==> src/hdl/dic_pkg.sv <==
// ----------------------------------------------------------------------------
// Droop integrator controller package
// Widths, constants and word types shared by the controller modules.
// ----------------------------------------------------------------------------
package dic_pkg;

  localparam int unsigned REF_W   = 12;
  localparam int unsigned LIM_W   = 11;
  localparam int unsigned ACC_W   = 26;
  localparam int unsigned ACC_FRAC = 14;
  localparam int unsigned GATE_W  = 10;
  localparam int unsigned IMEAS_W = 12;
  localparam int unsigned FREQ_W  = 13;
  localparam int unsigned SLOPE_W = 11;
  localparam int unsigned IN_DATA_W  = 24;
  localparam int unsigned OUT_DATA_W = 32;

  localparam logic [ACC_W-1:0] FAST_DECAY  = 26'h0008659;
  localparam logic [ACC_W-1:0] SLOW_DECAY  = 26'h00004FA;
  localparam logic [ACC_W-1:0] INTEG_SMALL = 26'h0004C75;
  localparam logic [ACC_W-1:0] INTEG_LARGE = 26'h0009547;
  localparam logic [ACC_W-1:0] ACC_MAX     = 26'h1668000;

  localparam logic [GATE_W-1:0] GATE_LIMIT = 10'h226;

  localparam logic [REF_W-1:0] DECAY_FAR = 12'hB11;
  localparam logic [REF_W-1:0] INTEG_FAR = 12'hB99;
  localparam logic [REF_W-1:0] REF_RESET = 12'd3149;

  localparam logic [LIM_W-1:0] LOW_LIMIT_RESET   = 11'd192;
  localparam logic [LIM_W-1:0] REARM_LIMIT_RESET = 11'd210;

  localparam logic signed [SLOPE_W-1:0] FREQ_SLOPE = -11'sd678;
  localparam logic [FREQ_W-1:0] FREQ_OFFSET = 13'h1418;
  localparam logic [FREQ_W-1:0] FREQ_HIGH   = 13'h13EC;
  localparam logic [FREQ_W-1:0] FREQ_LOW    = 13'h125C;

  typedef enum logic [1:0] {
    CFG_VOUT_REF    = 2'd0,
    CFG_LOW_LIMIT   = 2'd1,
    CFG_REARM_LIMIT = 2'd2
  } cfg_index_t;

  typedef struct packed {
    logic [REF_W-1:0] vout_reference;
    logic [LIM_W-1:0] low_current_limit;
    logic [LIM_W-1:0] rearm_current_limit;
  } dic_cfg_t;

  typedef struct packed {
    logic               current_limit;
    logic               system_fault;
    logic               ramp_gate;
    logic               restart_active;
    logic               hold_droop;
    logic               control_reset;
    logic [IMEAS_W-1:0] measured_current;
  } dic_item_t;

  typedef struct packed {
    logic [ACC_W-1:0]  droop_accumulator;
    logic [REF_W-1:0]  target_code;
    logic [GATE_W-1:0] gate_counter;
    logic              limit_clear_seen;
    logic              low_current_latch;
    logic              pin_level;
  } dic_state_t;

  typedef struct packed {
    logic [REF_W-1:0]  vout_target;
    logic [FREQ_W-1:0] init_frequency;
    logic              frequency_load;
    logic              droop_pin;
    logic              enter_mode_four;
    logic              approaching;
    logic              integrating;
    logic              target_reached;
    logic              flags_cleared;
  } dic_result_t;

endpackage

==> src/hdl/dic_freq.sv <==
// ----------------------------------------------------------------------------
// Droop start frequency
// Scales the measured current into a start frequency, clamped to its band.
// ----------------------------------------------------------------------------
module dic_freq import dic_pkg::*; (
  input  logic [IMEAS_W-1:0] measured_current,
  output logic [FREQ_W-1:0]  init_frequency
);

  localparam int unsigned PROD_W = IMEAS_W + SLOPE_W;
  localparam int unsigned SCL_W  = PROD_W - 8;
  localparam int unsigned SUM_W  = SCL_W + 1;

  logic signed [PROD_W-1:0] product;
  logic signed [SCL_W-1:0]  scaled;
  logic signed [SUM_W-1:0]  raw_freq;
  logic signed [SUM_W-1:0]  high_lim;
  logic signed [SUM_W-1:0]  low_lim;

  always_comb begin
    product  = $signed(measured_current) * FREQ_SLOPE;
    scaled   = product[PROD_W-1:8];
    raw_freq = $signed({scaled[SCL_W-1], scaled})
             + $signed({{(SUM_W-FREQ_W){1'b0}}, FREQ_OFFSET});
    high_lim = $signed({{(SUM_W-FREQ_W){1'b0}}, FREQ_HIGH});
    low_lim  = $signed({{(SUM_W-FREQ_W){1'b0}}, FREQ_LOW});
    priority if (raw_freq > high_lim) begin
      init_frequency = FREQ_HIGH;
    end else if (raw_freq < low_lim) begin
      init_frequency = FREQ_LOW;
    end else begin
      init_frequency = raw_freq[FREQ_W-1:0];
    end
  end

endmodule

==> src/hdl/dic_core.sv <==
// ----------------------------------------------------------------------------
// Droop integrator tick logic
// Computes the next controller state and the result word of one tick.
// ----------------------------------------------------------------------------
module dic_core import dic_pkg::*; (
  input  dic_cfg_t    cfg,
  input  dic_item_t   item,
  input  dic_state_t  state,
  output dic_state_t  state_next,
  output dic_result_t result
);

  localparam int unsigned SHIFT_W = ACC_W - ACC_FRAC;

  function automatic logic [REF_W-1:0] target_of(input logic [REF_W-1:0] ref_code,
                                                 input logic [ACC_W-1:0] acc);
    logic [REF_W:0] diff;
    diff = {1'b0, ref_code} - {{(REF_W+1-SHIFT_W){1'b0}}, acc[ACC_W-1:ACC_FRAC]};
    return diff[REF_W] ? '0 : diff[REF_W-1:0];
  endfunction

  logic signed [IMEAS_W:0] imeas;
  logic                    low_hit;
  logic                    rearm_ok;
  logic                    seen_mid;
  logic                    latch_mid;
  logic                    decay_cond;
  logic                    integ_force;
  logic                    do_decay;
  logic                    do_integ;
  logic [ACC_W-1:0]        delta;
  logic [GATE_W-1:0]       gate_inc;
  logic [GATE_W-1:0]       gate_next;
  logic signed [ACC_W:0]   acc_dec;
  logic                    dec_done;
  logic [ACC_W-1:0]        acc_int;
  logic                    int_sat;
  logic [ACC_W-1:0]        acc_int_sat;
  logic [FREQ_W-1:0]       freq;

  dic_freq u_freq (
    .measured_current (item.measured_current),
    .init_frequency   (freq)
  );

  always_comb begin
    imeas    = $signed({item.measured_current[IMEAS_W-1], item.measured_current});
    low_hit  = imeas <= $signed({2'b00, cfg.low_current_limit});
    rearm_ok = imeas <= $signed({2'b00, cfg.rearm_current_limit});

    seen_mid  = state.limit_clear_seen;
    latch_mid = state.low_current_latch;
    if (!item.current_limit) begin
      latch_mid = 1'b0;
      seen_mid  = 1'b1;
    end
    if (seen_mid && item.current_limit) begin
      if (low_hit) begin
        latch_mid = 1'b1;
      end
      seen_mid = 1'b0;
    end

    decay_cond  = (!item.current_limit || item.ramp_gate)
                && (state.target_code != cfg.vout_reference) && !item.system_fault;
    integ_force = latch_mid || item.system_fault;
    do_decay    = !item.control_reset && !item.hold_droop && decay_cond;
    do_integ    = !item.control_reset && !item.hold_droop && !decay_cond
                && (integ_force || (state.pin_level && rearm_ok));

    delta     = FAST_DECAY;
    gate_inc  = state.gate_counter + 1'b1;
    gate_next = state.gate_counter;
    if (state.target_code > DECAY_FAR) begin
      gate_next = '0;
    end else if (item.current_limit || item.restart_active) begin
      delta = SLOW_DECAY;
      if (item.ramp_gate) begin
        if (gate_inc > GATE_LIMIT) begin
          gate_next = GATE_LIMIT;
        end else begin
          gate_next = gate_inc;
          delta     = '0;
        end
      end
    end
    acc_dec  = $signed({1'b0, state.droop_accumulator}) - $signed({1'b0, delta});
    dec_done = acc_dec[ACC_W] || (acc_dec[ACC_W-1:ACC_FRAC] == '0);

    acc_int = state.droop_accumulator
            + ((state.target_code > INTEG_FAR) ? INTEG_SMALL : INTEG_LARGE);
    int_sat     = acc_int >= ACC_MAX;
    acc_int_sat = int_sat ? ACC_MAX : acc_int;

    state_next = state;
    state_next.limit_clear_seen  = seen_mid;
    state_next.low_current_latch = latch_mid;
    result = '0;
    result.flags_cleared = item.control_reset;

    if (do_decay) begin
      state_next.low_current_latch = 1'b0;
      state_next.gate_counter      = gate_next;
      if (dec_done) begin
        state_next.droop_accumulator = '0;
        state_next.target_code       = cfg.vout_reference;
        state_next.pin_level         = 1'b0;
        result.target_reached        = 1'b1;
      end else begin
        state_next.droop_accumulator = acc_dec[ACC_W-1:0];
        state_next.target_code       = target_of(cfg.vout_reference, acc_dec[ACC_W-1:0]);
        result.approaching           = 1'b1;
      end
    end else if (do_integ) begin
      state_next.droop_accumulator = acc_int_sat;
      state_next.target_code       = target_of(cfg.vout_reference, acc_int_sat);
      if (integ_force) begin
        state_next.pin_level = 1'b1;
      end
      if (int_sat) begin
        result.enter_mode_four = 1'b1;
        if (low_hit) begin
          result.frequency_load = 1'b1;
          result.init_frequency = freq;
        end
      end else begin
        result.integrating = 1'b1;
      end
    end

    result.vout_target = state_next.target_code;
    result.droop_pin   = state_next.pin_level;
  end

endmodule

==> src/hdl/droop_integrator_controller.sv <==
// ----------------------------------------------------------------------------
// Droop integrator controller
// One tick word in, one result word out; keeps the droop integrator state.
// ----------------------------------------------------------------------------
//  channel   direction  word layout (lowest bit first)
//  s_*       in         flags[5:0], measured_current[17:6]
//  m_*       out        vout_target, init_frequency, status flags; tuser=load
//  cfg_*     in         register index, write data
//
//  One word per cycle sustained while the result is not stalled; a result word
//  passes through the input register, then the result register, to the output.
//  The state update for a word happens when it moves from the input register
//  to the result register, so consecutive words see each other's state.
//  Synchronous reset restores the register defaults and empties both stages.
//  A stalled result holds; the input register still takes a word if it is empty.
// ----------------------------------------------------------------------------
module droop_integrator_controller import dic_pkg::*; (
  input  logic                  clk,
  input  logic                  rst,
  input  logic                  cfg_wr_en,
  input  logic [1:0]            cfg_index,
  input  logic [REF_W-1:0]      cfg_data,
  input  logic                  s_tvalid,
  output logic                  s_tready,
  // current_limit, system_fault, ramp_gate, restart_active, hold_droop,
  // control_reset, measured_current[11:0], zero fill
  input  logic [IN_DATA_W-1:0]  s_tdata,
  output logic                  m_tvalid,
  input  logic                  m_tready,
  // vout_target[11:0], init_frequency[12:0], droop_pin, enter_mode_four,
  // approaching, integrating, target_reached, flags_cleared, zero fill
  output logic [OUT_DATA_W-1:0] m_tdata,
  // frequency_load
  output logic [0:0]            m_tuser
);

  dic_cfg_t    cfg;
  dic_item_t   in_item;
  logic        in_valid;
  dic_state_t  state;
  dic_state_t  state_next;
  dic_result_t result;
  dic_result_t out_res;
  logic        advance;
  logic        fire;

  assign advance  = !m_tvalid || m_tready;
  assign s_tready = !in_valid || advance;
  assign fire     = in_valid && advance;

  dic_core u_core (
    .cfg        (cfg),
    .item       (in_item),
    .state      (state),
    .state_next (state_next),
    .result     (result)
  );

  always_ff @(posedge clk) begin
    if (rst) begin
      cfg.vout_reference      <= REF_RESET;
      cfg.low_current_limit   <= LOW_LIMIT_RESET;
      cfg.rearm_current_limit <= REARM_LIMIT_RESET;
      in_valid                <= 1'b0;
      m_tvalid                <= 1'b0;
      state.droop_accumulator <= '0;
      state.target_code       <= REF_RESET;
      state.gate_counter      <= '0;
      state.limit_clear_seen  <= 1'b0;
      state.low_current_latch <= 1'b0;
      state.pin_level         <= 1'b0;
    end else begin
      if (cfg_wr_en) begin
        unique case (cfg_index)
          CFG_VOUT_REF:    cfg.vout_reference      <= cfg_data;
          CFG_LOW_LIMIT:   cfg.low_current_limit   <= cfg_data[LIM_W-1:0];
          CFG_REARM_LIMIT: cfg.rearm_current_limit <= cfg_data[LIM_W-1:0];
          default: ;
        endcase
      end
      if (s_tready) begin
        in_valid <= s_tvalid;
      end
      if (advance) begin
        m_tvalid <= in_valid;
      end
      if (fire) begin
        state <= state_next;
      end
    end
  end

  always_ff @(posedge clk) begin
    if (s_tvalid && s_tready) begin
      in_item.current_limit    <= s_tdata[0];
      in_item.system_fault     <= s_tdata[1];
      in_item.ramp_gate        <= s_tdata[2];
      in_item.restart_active   <= s_tdata[3];
      in_item.hold_droop       <= s_tdata[4];
      in_item.control_reset    <= s_tdata[5];
      in_item.measured_current <= s_tdata[6 +: IMEAS_W];
    end
    if (fire) begin
      out_res <= result;
    end
  end

  assign m_tdata = {1'b0, out_res.flags_cleared, out_res.target_reached,
                    out_res.integrating, out_res.approaching, out_res.enter_mode_four,
                    out_res.droop_pin, out_res.init_frequency, out_res.vout_target};
  assign m_tuser = out_res.frequency_load;

endmodule

==> config.mk <==
export PLATFORM = sky130hd
export DESIGN_NAME = droop_integrator_controller
export DESIGN_NICKNAME = d
export VERILOG_FILES = /design/src/hdl/dic_pkg.sv /design/src/hdl/dic_freq.sv /design/src/hdl/dic_core.sv /design/src/hdl/droop_integrator_controller.sv
export SDC_FILE = /design/constraint.sdc
export NUM_CORES = 1
export LEC_CHECK = 0
export CAP_MARGIN = 20
export CORE_ASPECT_RATIO = 1.75
export CORE_MARGIN = 2
export CORE_UTILIZATION = 50
export DETAILED_ROUTE_END_ITERATION = 10
export DONT_BUFFER_PORTS = 1
export PLACE_DENSITY_LB_ADDON = 0.05
export SYNTH_ARGS = -nofsm -noshare
export SYNTH_HDL_FRONTEND = slang
export SYNTH_SLANG_ARGS = --single-unit
==> constraint.sdc <==
create_clock -name clk -period 20.4 [get_ports clk]
set_clock_uncertainty 0.15 [all_clocks]
set_input_delay 1.02 -clock clk [delete_from_list [all_inputs] [get_ports clk]]
set_output_delay 1.02 -clock clk [all_outputs]
set_load 0.01 [all_outputs]
==> summary.txt, run 1 <==
Layout
  • Post-layout util: 0.5443
  • Footprint of the multi-input gates: 0.008950 mm²
  • Layout cells sized above 1: 0.05432
  • Net count, final: around 1.7k
  • Register area: ~0.0032 mm²
  • Area Growth Syn to Fin: 6.657%
  • Non-Filler Instances: ~1.8k
  • Filler cells: between 2k and 2.5k
  • Final instance area: approximately 0.014 mm²
  • Ant diodes: 0

CTS
  • Setup Buffers After CTS: 0
  • Htree depth: 4
  • TritonCTS Buffers: 17
  • Clock Latency Late Sink: between 0.4 and 0.5 ns
  • Clk slew on worst S/H paths: 0.07 ns
  • Hold-fix buffers, CTS: 0
  • CTS max path bufs: 2
  • CTS root buffer: clkbuf_16
  • Sinks on Clock Net: between 100 and 150
  • CTS tree: built
  • Resized Gates After CTS: 0

GRT
  • Grt met2 use: 0.5555
  • Gr busiest metal: met2
  • Gr usage total: 0.2754
  • M3 GR Usage: 0.03958
  • Largest net degree at the start of global routing: 92
  • Met1 Resource Use GR: 0.2432
  • First-pass GRT wire length: between 50000 and 60000 µm
  • Vias in the first global route: between 10k and 15k
  • Initial antenna violation count: 0
  • Remaining global-route overflow: 0

Routing
  • Drt drc: 0
  • Vias: ~11k
  • First-pass detailed-route iteration total: 5
  • Post-route ant nets: 0
  • Starting DRT DRC Count: slightly above 400
  • WL per Instance: between 20 and 25 µm
  • Avg Vias per Cell: between 6 and 7
  • Aggregate routed wire length: between 30000 and 40000 µm

Pwr
  • Worst VDD drop: between 80 and 90 µV
  • Total power draw: between 1.5 and 2 mW
  • Leak pwr: around 5.6 nW
  • Power per standard cell area: 123.7 mW/mm²

Yosys
  • Register area share after synthesis: 0.2508
  • Cell variety after synth: 97
  • Synth cell count leaders: ha_1, inv_1, nand2_1, nor2_1, a21oi_1
  • Most numerous cell in the Yosys netlist: ha_1
  • Yosys Warn Count: 0
  • Synthesized area per cell: roughly 8.4 µm²
  • Ys flop type: dfxtp_1
  • Number of synthesized register bits: ~140
  • Area contributors post-synth: ha_1, dfxtp_1, edfxtp_1
  • Top-area cell type share of the netlist area: 0.1384
  • Synthesized area: about 0.013 mm²
  • Synthesized instance count: 1543
  • Number of synthesized flops with an enable pin: 50
  • Post-synth top area cell: ha_1
  • Post-synth ARST share: 0

Hold path
  • Hold Path End: cfg[12]$_SDFFE_PP0P_
  • Hold_sp: cfg[12]$_SDFFE_PP0P_
  • HP Class: reg -> reg
  • Worst Hold Depth: 2

Floorplan
  • Initial Utilization: 0.5103
  • Die X-Extent: between 100 and 150 µm
  • IO Count: 78
  • Core Area: 0.02534 mm²
  • Die height: between 200 and 250 µm
  • Die area: approximately 0.027 mm²
  • Cell row count: slightly below 80

Status
  • Outcome: complete, no violations

Timing
  • Period utilization: 0.4002
  • Hold_ws: between 0.3 and 0.4 ns
  • Max Clock Freq: 122.5 MHz
  • # setup viols final: 0
  • Worst slew margin: 0.3982
  • PnR worst setup slack: 12.24 ns
  • RSZ-0062 raised after global routing: no
  • Slew Viols, Final: 0
  • Tmin final: ~8.2 ns
  • Endpoints failing hold: 0
  • Worst slew pin tran: between 0.8 and 0.9 ns
  • Setup TNS: 0 ns

Place
  • DP Cell Count: around 1.8k
  • Pre-CTS WS: around 12 ns
  • Placer Congestion: approximately 1
  • Number of port buffers: 0
  • Post-DP HPWL: about 30000 µm
  • Placed inst area: around 0.013 mm²

Critical path
  • FF-to-FF Start: state[15]$_SDFFE_PP1P_
  • Critical Path Source Type: flop
  • R2R setup slack: 12.24 ns
  • CP Data Required Time: 20.59 ns
  • Slowest stage delay, CP: 0.53 ns
  • CP endpoint kind: flop
  • Critical Path Fanout Max: 11
  • CP max-delay cell: o311ai_2
  • CP Class: reg -> reg
  • R2R cell count: 30
  • Worst path arrival time: approximately 8.4 ns
  • Worst r2r dst: state[20]$_SDFFE_PP0P_

Run
  • Maximum capacitance violations: 0
==> worst max-delay path by stage <==
| stage | start | endpoint | cells after the start |
|---|---|---|---|
| final | state[15]$_SDFFE_PP1P_ | state[20]$_SDFFE_PP0P_ | 30 |
| after detailed placement | state[15]$_SDFFE_PP1P_ | state[14]$_SDFFE_PP0P_ | 30 |
| after global routing | state[15]$_SDFFE_PP1P_ | m_tdata[6]$_DFFE_PP_ | 30 |
| after CTS | state[15]$_SDFFE_PP1P_ | state[20]$_SDFFE_PP0P_ | 30 |
| after floorplan | in_item[10]$_DFFE_PP_ | m_tdata[13]$_SDFFCE_PP0P_ | 24 |
| after global placement | state[15]$_SDFFE_PP1P_ | state[20]$_SDFFE_PP0P_ | 30 |
==> placed cells by master, fill, tap and decap left out, types with 6 or more instances in the layout <==
master / count
a211o_1: 17
a211oi_1: 18
a21o_1: 22
a21oi_1: 110
a221o_1: 6
a221oi_1: 6
a22o_1: 7
a311oi_1: 7
a31oi_1: 28
and2_1: 12
and3_1: 12
buf_4: 9
clkbuf_16: 19
dfxtp_1: 87
edfxtp_1: 50
fa_1: 40
ha_1: 143
inv_1: 133
mux2i_1: 11
nand2_1: 131
nand2b_1: 15
nand3_1: 35
nand3b_1: 8
nand4_1: 15
nor2_1: 124
nor2b_1: 22
nor3_1: 46
nor4_1: 10
o211ai_1: 12
o21a_1: 30
o21ai_0: 69
o22ai_1: 16
o31a_1: 6
or2_2: 8
or3_1: 23
xnor2_1: 62
xor2_1: 26
==> per-layer routing <==
metal | routed length [µm] | share of wire
met5 | 0 | 0
met4 | 2615 | 0.069
met3 | 1168 | 0.031
met2 | 21460 | 0.57
met1 | 12420 | 0.33
==> worst max-delay path: cells and delay by family (launching register included) <==
kind            cells  cell delay (ns)
compound gates     20             4.92
fa+ha+maj           3             0.95
buf+inv             3             0.52
flops               1             0.48
simple gates        4             1.05
==> state kept, by name, indices dropped and copies added (netlist names) <==
signal and count:
state 51, cfg 34, m_tdata 31, in_item 18
in_valid 1, m_tuser 1, m_tvalid 1
==> cells by family (layout without fill, tap and decap cells) <==
kind of cell	count (synthesis)	after routing	share of synthesized area
buffers and inverters	195	178	0.05854
adder cells (fa/ha/maj)	183	183	0.2003
AND/OR/NAND/NOR	498	498	0.1937
XOR/XNOR	88	88	0.05960
multiplexers	13	13	0.01026
AO/OA/AOI/OAI	427	427	0.2262
flip-flops	137	137	0.2508
other	2	4	0.0005808
==> where the power goes <==
group / switching [mW] / internal (mW)
Combinational: 0.664 / 0.410
Sequential: 0.0167 / 0.295
Clock: 0.135 / 0.186
==> final cells by class <==
type,count,area share
timing repair buffer,10,0.006350
multi-input combinational,1213,0.6489
tap,316,0.02867
sequential,137,0.2351
clock buffer,20,0.03475
clock inverter,12,0.009163
inverter,136,0.03701
Power figures use the tool's default switching activity.
==> run 2: changes to the inputs <==
- ABC_AREA: unset -> 1
- clock period: 20.4 -> 7.9 ns (I/O delays scaled with it)
==> summary.txt, run 2 <==
Yosys
  • Post-synth top area cell: nand2_1
  • Register area share after synthesis: 0.2406 (-0.01015)
  • Synthesized area: 0.01348 mm² (+4.2%)
  • Most numerous cell in the Yosys netlist: nand2_1
  • Number of synthesized register bits: 137 (unchanged)
  • Synthesized area per cell: 6.904 µm² (-18%)
  • Yosys Warn Count: 0 (unchanged)
  • Ys flop type: dfxtp_1
  • Top-area cell type share of the netlist area: 0.1365 (-0.001887)
  • Synth cell count leaders: nand2_1, inv_1, nor2_1, ha_1, nand3_1
  • Post-synth ARST share: 0 (unchanged)
  • Cell variety after synth: 63 (-35%)
  • Number of synthesized flops with an enable pin: 50 (unchanged)
  • Synthesized instance count: 1952 (+27%)
  • Area contributors post-synth: nand2_1, ha_1, dfxtp_1

Pwr
  • Power per standard cell area: 307.3 mW/mm² (+150%)
  • Total power draw: 4.532 mW (+170%)
  • Leak pwr: 7.415 nW (+32%)
  • Worst VDD drop: 224.1 µV (+150%)

Timing
  • Worst slew margin: 0.3824 (-0.01572)
  • Slew Viols, Final: 0 (unchanged)
  • Endpoints failing hold: 0 (unchanged)
  • Worst slew pin tran: 0.9253 ns (+0.02863 ns)
  • Setup TNS: 0 ns (unchanged)
  • PnR worst setup slack: 1.271 ns (-10.96 ns)
  • Tmin final: 6.629 ns (-1.535 ns)
  • Period utilization: 0.8391 (+0.4389)
  • # setup viols final: 0 (unchanged)
  • Max Clock Freq: 150.9 MHz (+23%)
  • RSZ-0062 raised after global routing: no

Layout
  • Most common cell after layout, fill and taps aside: nand2_1
  • Post-layout util: 0.5548 (+0.01043)
  • Area Growth Syn to Fin: 9.451%
  • Layout cells sized above 1: 0.05363 (-0.0006853)
  • Commonest non-fill, non-tap cells in the layout: nand2_1, inv_1, nor2_1
  • Number of flip-flops in the largest register: 51 (unchanged)
  • Top reg by flops: state
  • Filler cells: 2686 (+9.8%)
  • Net count, final: 2208 (+27%)

Floorplan
  • Initial Utilization: 0.5068 (-0.003498)
  • Cell row count: 79 (+2.6%)
  • Die X-Extent: 128.1 µm (+2.0%)
  • Core Area: 0.02659 mm² (+4.9%)
  • Die area: 0.02833 mm² (+4.1%)
  • Die height: 221.2 µm (+2.0%)
  • IO Count: 78 (unchanged)

Critical path
  • Worst path arrival time: 6.67 ns (-1.68 ns)
  • CP max-delay cell: dfxtp_1
  • CP endpoint kind: flop
  • CP Class: reg -> reg
  • Slowest stage delay, CP: 0.45 ns (-0.08 ns)
  • CP most frequent cell: nand2_1
  • Critical Path Source Type: flop
  • Critical Path Fanout Max: 8 (-3)
  • CP Data Required Time: 7.94 ns (-12.65 ns)

Routing
  • First-pass detailed-route iteration total: 5 (unchanged)
  • Avg Vias per Cell: 5.387 (-13%)
  • Post-route ant nets: 0 (unchanged)
  • Aggregate routed wire length: 41700 µm (+11%)
  • Starting DRT DRC Count: 477 (+15%)
  • Vias: 12.50k (+9.7%)
  • Drt drc: 0 (unchanged)
  • WL per Instance: 17.97 µm (-12%)

GRT
  • Gr usage total: 0.3055 (+0.03016)
  • Vias in the first global route: 12.63k (+12%)
  • Remaining global-route overflow: 0 (unchanged)
  • Initial antenna violation count: 1 (+1)
  • First-pass GRT wire length: 65780 µm (+12%)
  • Largest net degree at the start of global routing: 55 (-40%)

CTS
  • Clk slew on worst S/H paths: 0.06 ns (about the same)
  • Clock Latency Late Sink: 0.45 ns (about the same)
  • Htree depth: 4 (unchanged)
  • CTS root buffer: clkbuf_16
  • Setup Buffers After CTS: 0 (unchanged)
  • Sinks on Clock Net: 137 (unchanged)
  • TritonCTS Buffers: 17 (unchanged)
  • CTS tree: built
  • CTS max path bufs: 2 (unchanged)

Place
  • Post-DP HPWL: 33610 µm (+11%)
  • Pre-CTS WS: 1.262 ns (-11.05 ns)
  • Number of port buffers: 0 (unchanged)
  • Placer Congestion: 0.9989 (+2.7%)

Hold path
  • HP Class: in -> reg

Status
  • Outcome: complete, no violations

Run
  • Maximum capacitance violations: 0 (unchanged)
## run 2: changes by cell type in the layout (fill, tap and decap cells not counted), sizes merged, moves of 45 or more
cell / delta
nand2: +370
inv: +182
nand3: +96
nor2: +73
xnor2: -48
xor2: +45
## run 2: area by class of cell
| class | count | area [µm²] | share of cell area |
|---|---|---|---|
| Clock buffer | 19 | 442.9 | 0.03003 |
| Inverter | 323 | 1212 | 0.08220 |
| Multi-Input combinational cell | 1453 | 8825 | 0.5983 |
| Timing Repair Buffer | 50 | 473.0 | 0.03206 |
| Clock inverter | 13 | 143.9 | 0.009755 |
| Tap cell | 324 | 405.4 | 0.02748 |
| Antenna cell | 2 | 5.005 | 0.0003393 |
| Sequential cell | 137 | 3243 | 0.2199 |
## run 2: worst paths after layout
| path | to | cells past startpoint | startpoint | slack (ns) |
|---|---|---|---|---|
| max | m_tdata[11]$_DFFE_PP_ | 39 | state[24]$_SDFFE_PP1P_ | 1.27 |
| max reg2reg | m_tdata[11]$_DFFE_PP_ | 39 | state[24]$_SDFFE_PP1P_ | 1.27 |
| min reg2reg | cfg[8]$_SDFFE_PP0P_ | 2 | cfg[8]$_SDFFE_PP0P_ | 0.31 |
| min | m_tvalid$_SDFFE_PP0P_ | 3 | m_tready | 0.01 |
## run 2: cells by family (layout without fill, tap and decap cells)
group / Yosys count / in the layout / synth area share
compound gates: 260 / 260 / 0.1096
other cells: 2 / 6 / 0.0005573
flops: 137 / 137 / 0.2406
fa+ha+maj: 185 / 185 / 0.1937
xor+xnor: 85 / 85 / 0.05636
buf+inv: 364 / 405 / 0.1051
simple gates: 919 / 919 / 0.2941
## run 2: per-layer routing
| layer | part of all wire | global-route usage |
|---|---|---|
| met1 | 0.33 | 0.2650 |
| met2 | 0.55 | 0.6005 |
| met3 | 0.023 | 0.04110 |
| met4 | 0.094 | 0.2418 |
| met5 | 0 | 0 |
## run 2: power breakdown
group	total, mW	internal, mW	switching [mW]
clock	0.820	0.476	0.345
sequential	0.814	0.768	0.0462
combinational	2.90	0.966	1.93
total	4.53	2.21	2.32
## run 2: what timing repair did
action | 4_1_cts | 5_1_grt
hold endpoints to repair | 94 | 0
resized for setup | 0 | 0
setup endpoints to repair | 0 | 0
hold buffers | 32 | 0
## run 2: metrics by stage
| stage | instance area (µm²) | instances | hold WS [ns] |
|---|---|---|---|
| finish | 14750 | 2321 | 0.01034 |
| global route | 14750 | 2321 | 0.01760 |
| CTS | 14750 | 2319 | 0.0006036 |
| detailed placement | 13820 | 2255 | 0.3039 |
| global placement | 13820 | 2255 | 0.2961 |
| floorplan | 13480 | 1954 | 0.2853 |
## run 2: critical path, delay by kind of cell (launching register included)
kind	cells	cell delay [ns]
simple gates	21	2.38
compound gates	8	1.68
fa+ha+maj	3	0.92
buf+inv	7	0.81
flops	1	0.45
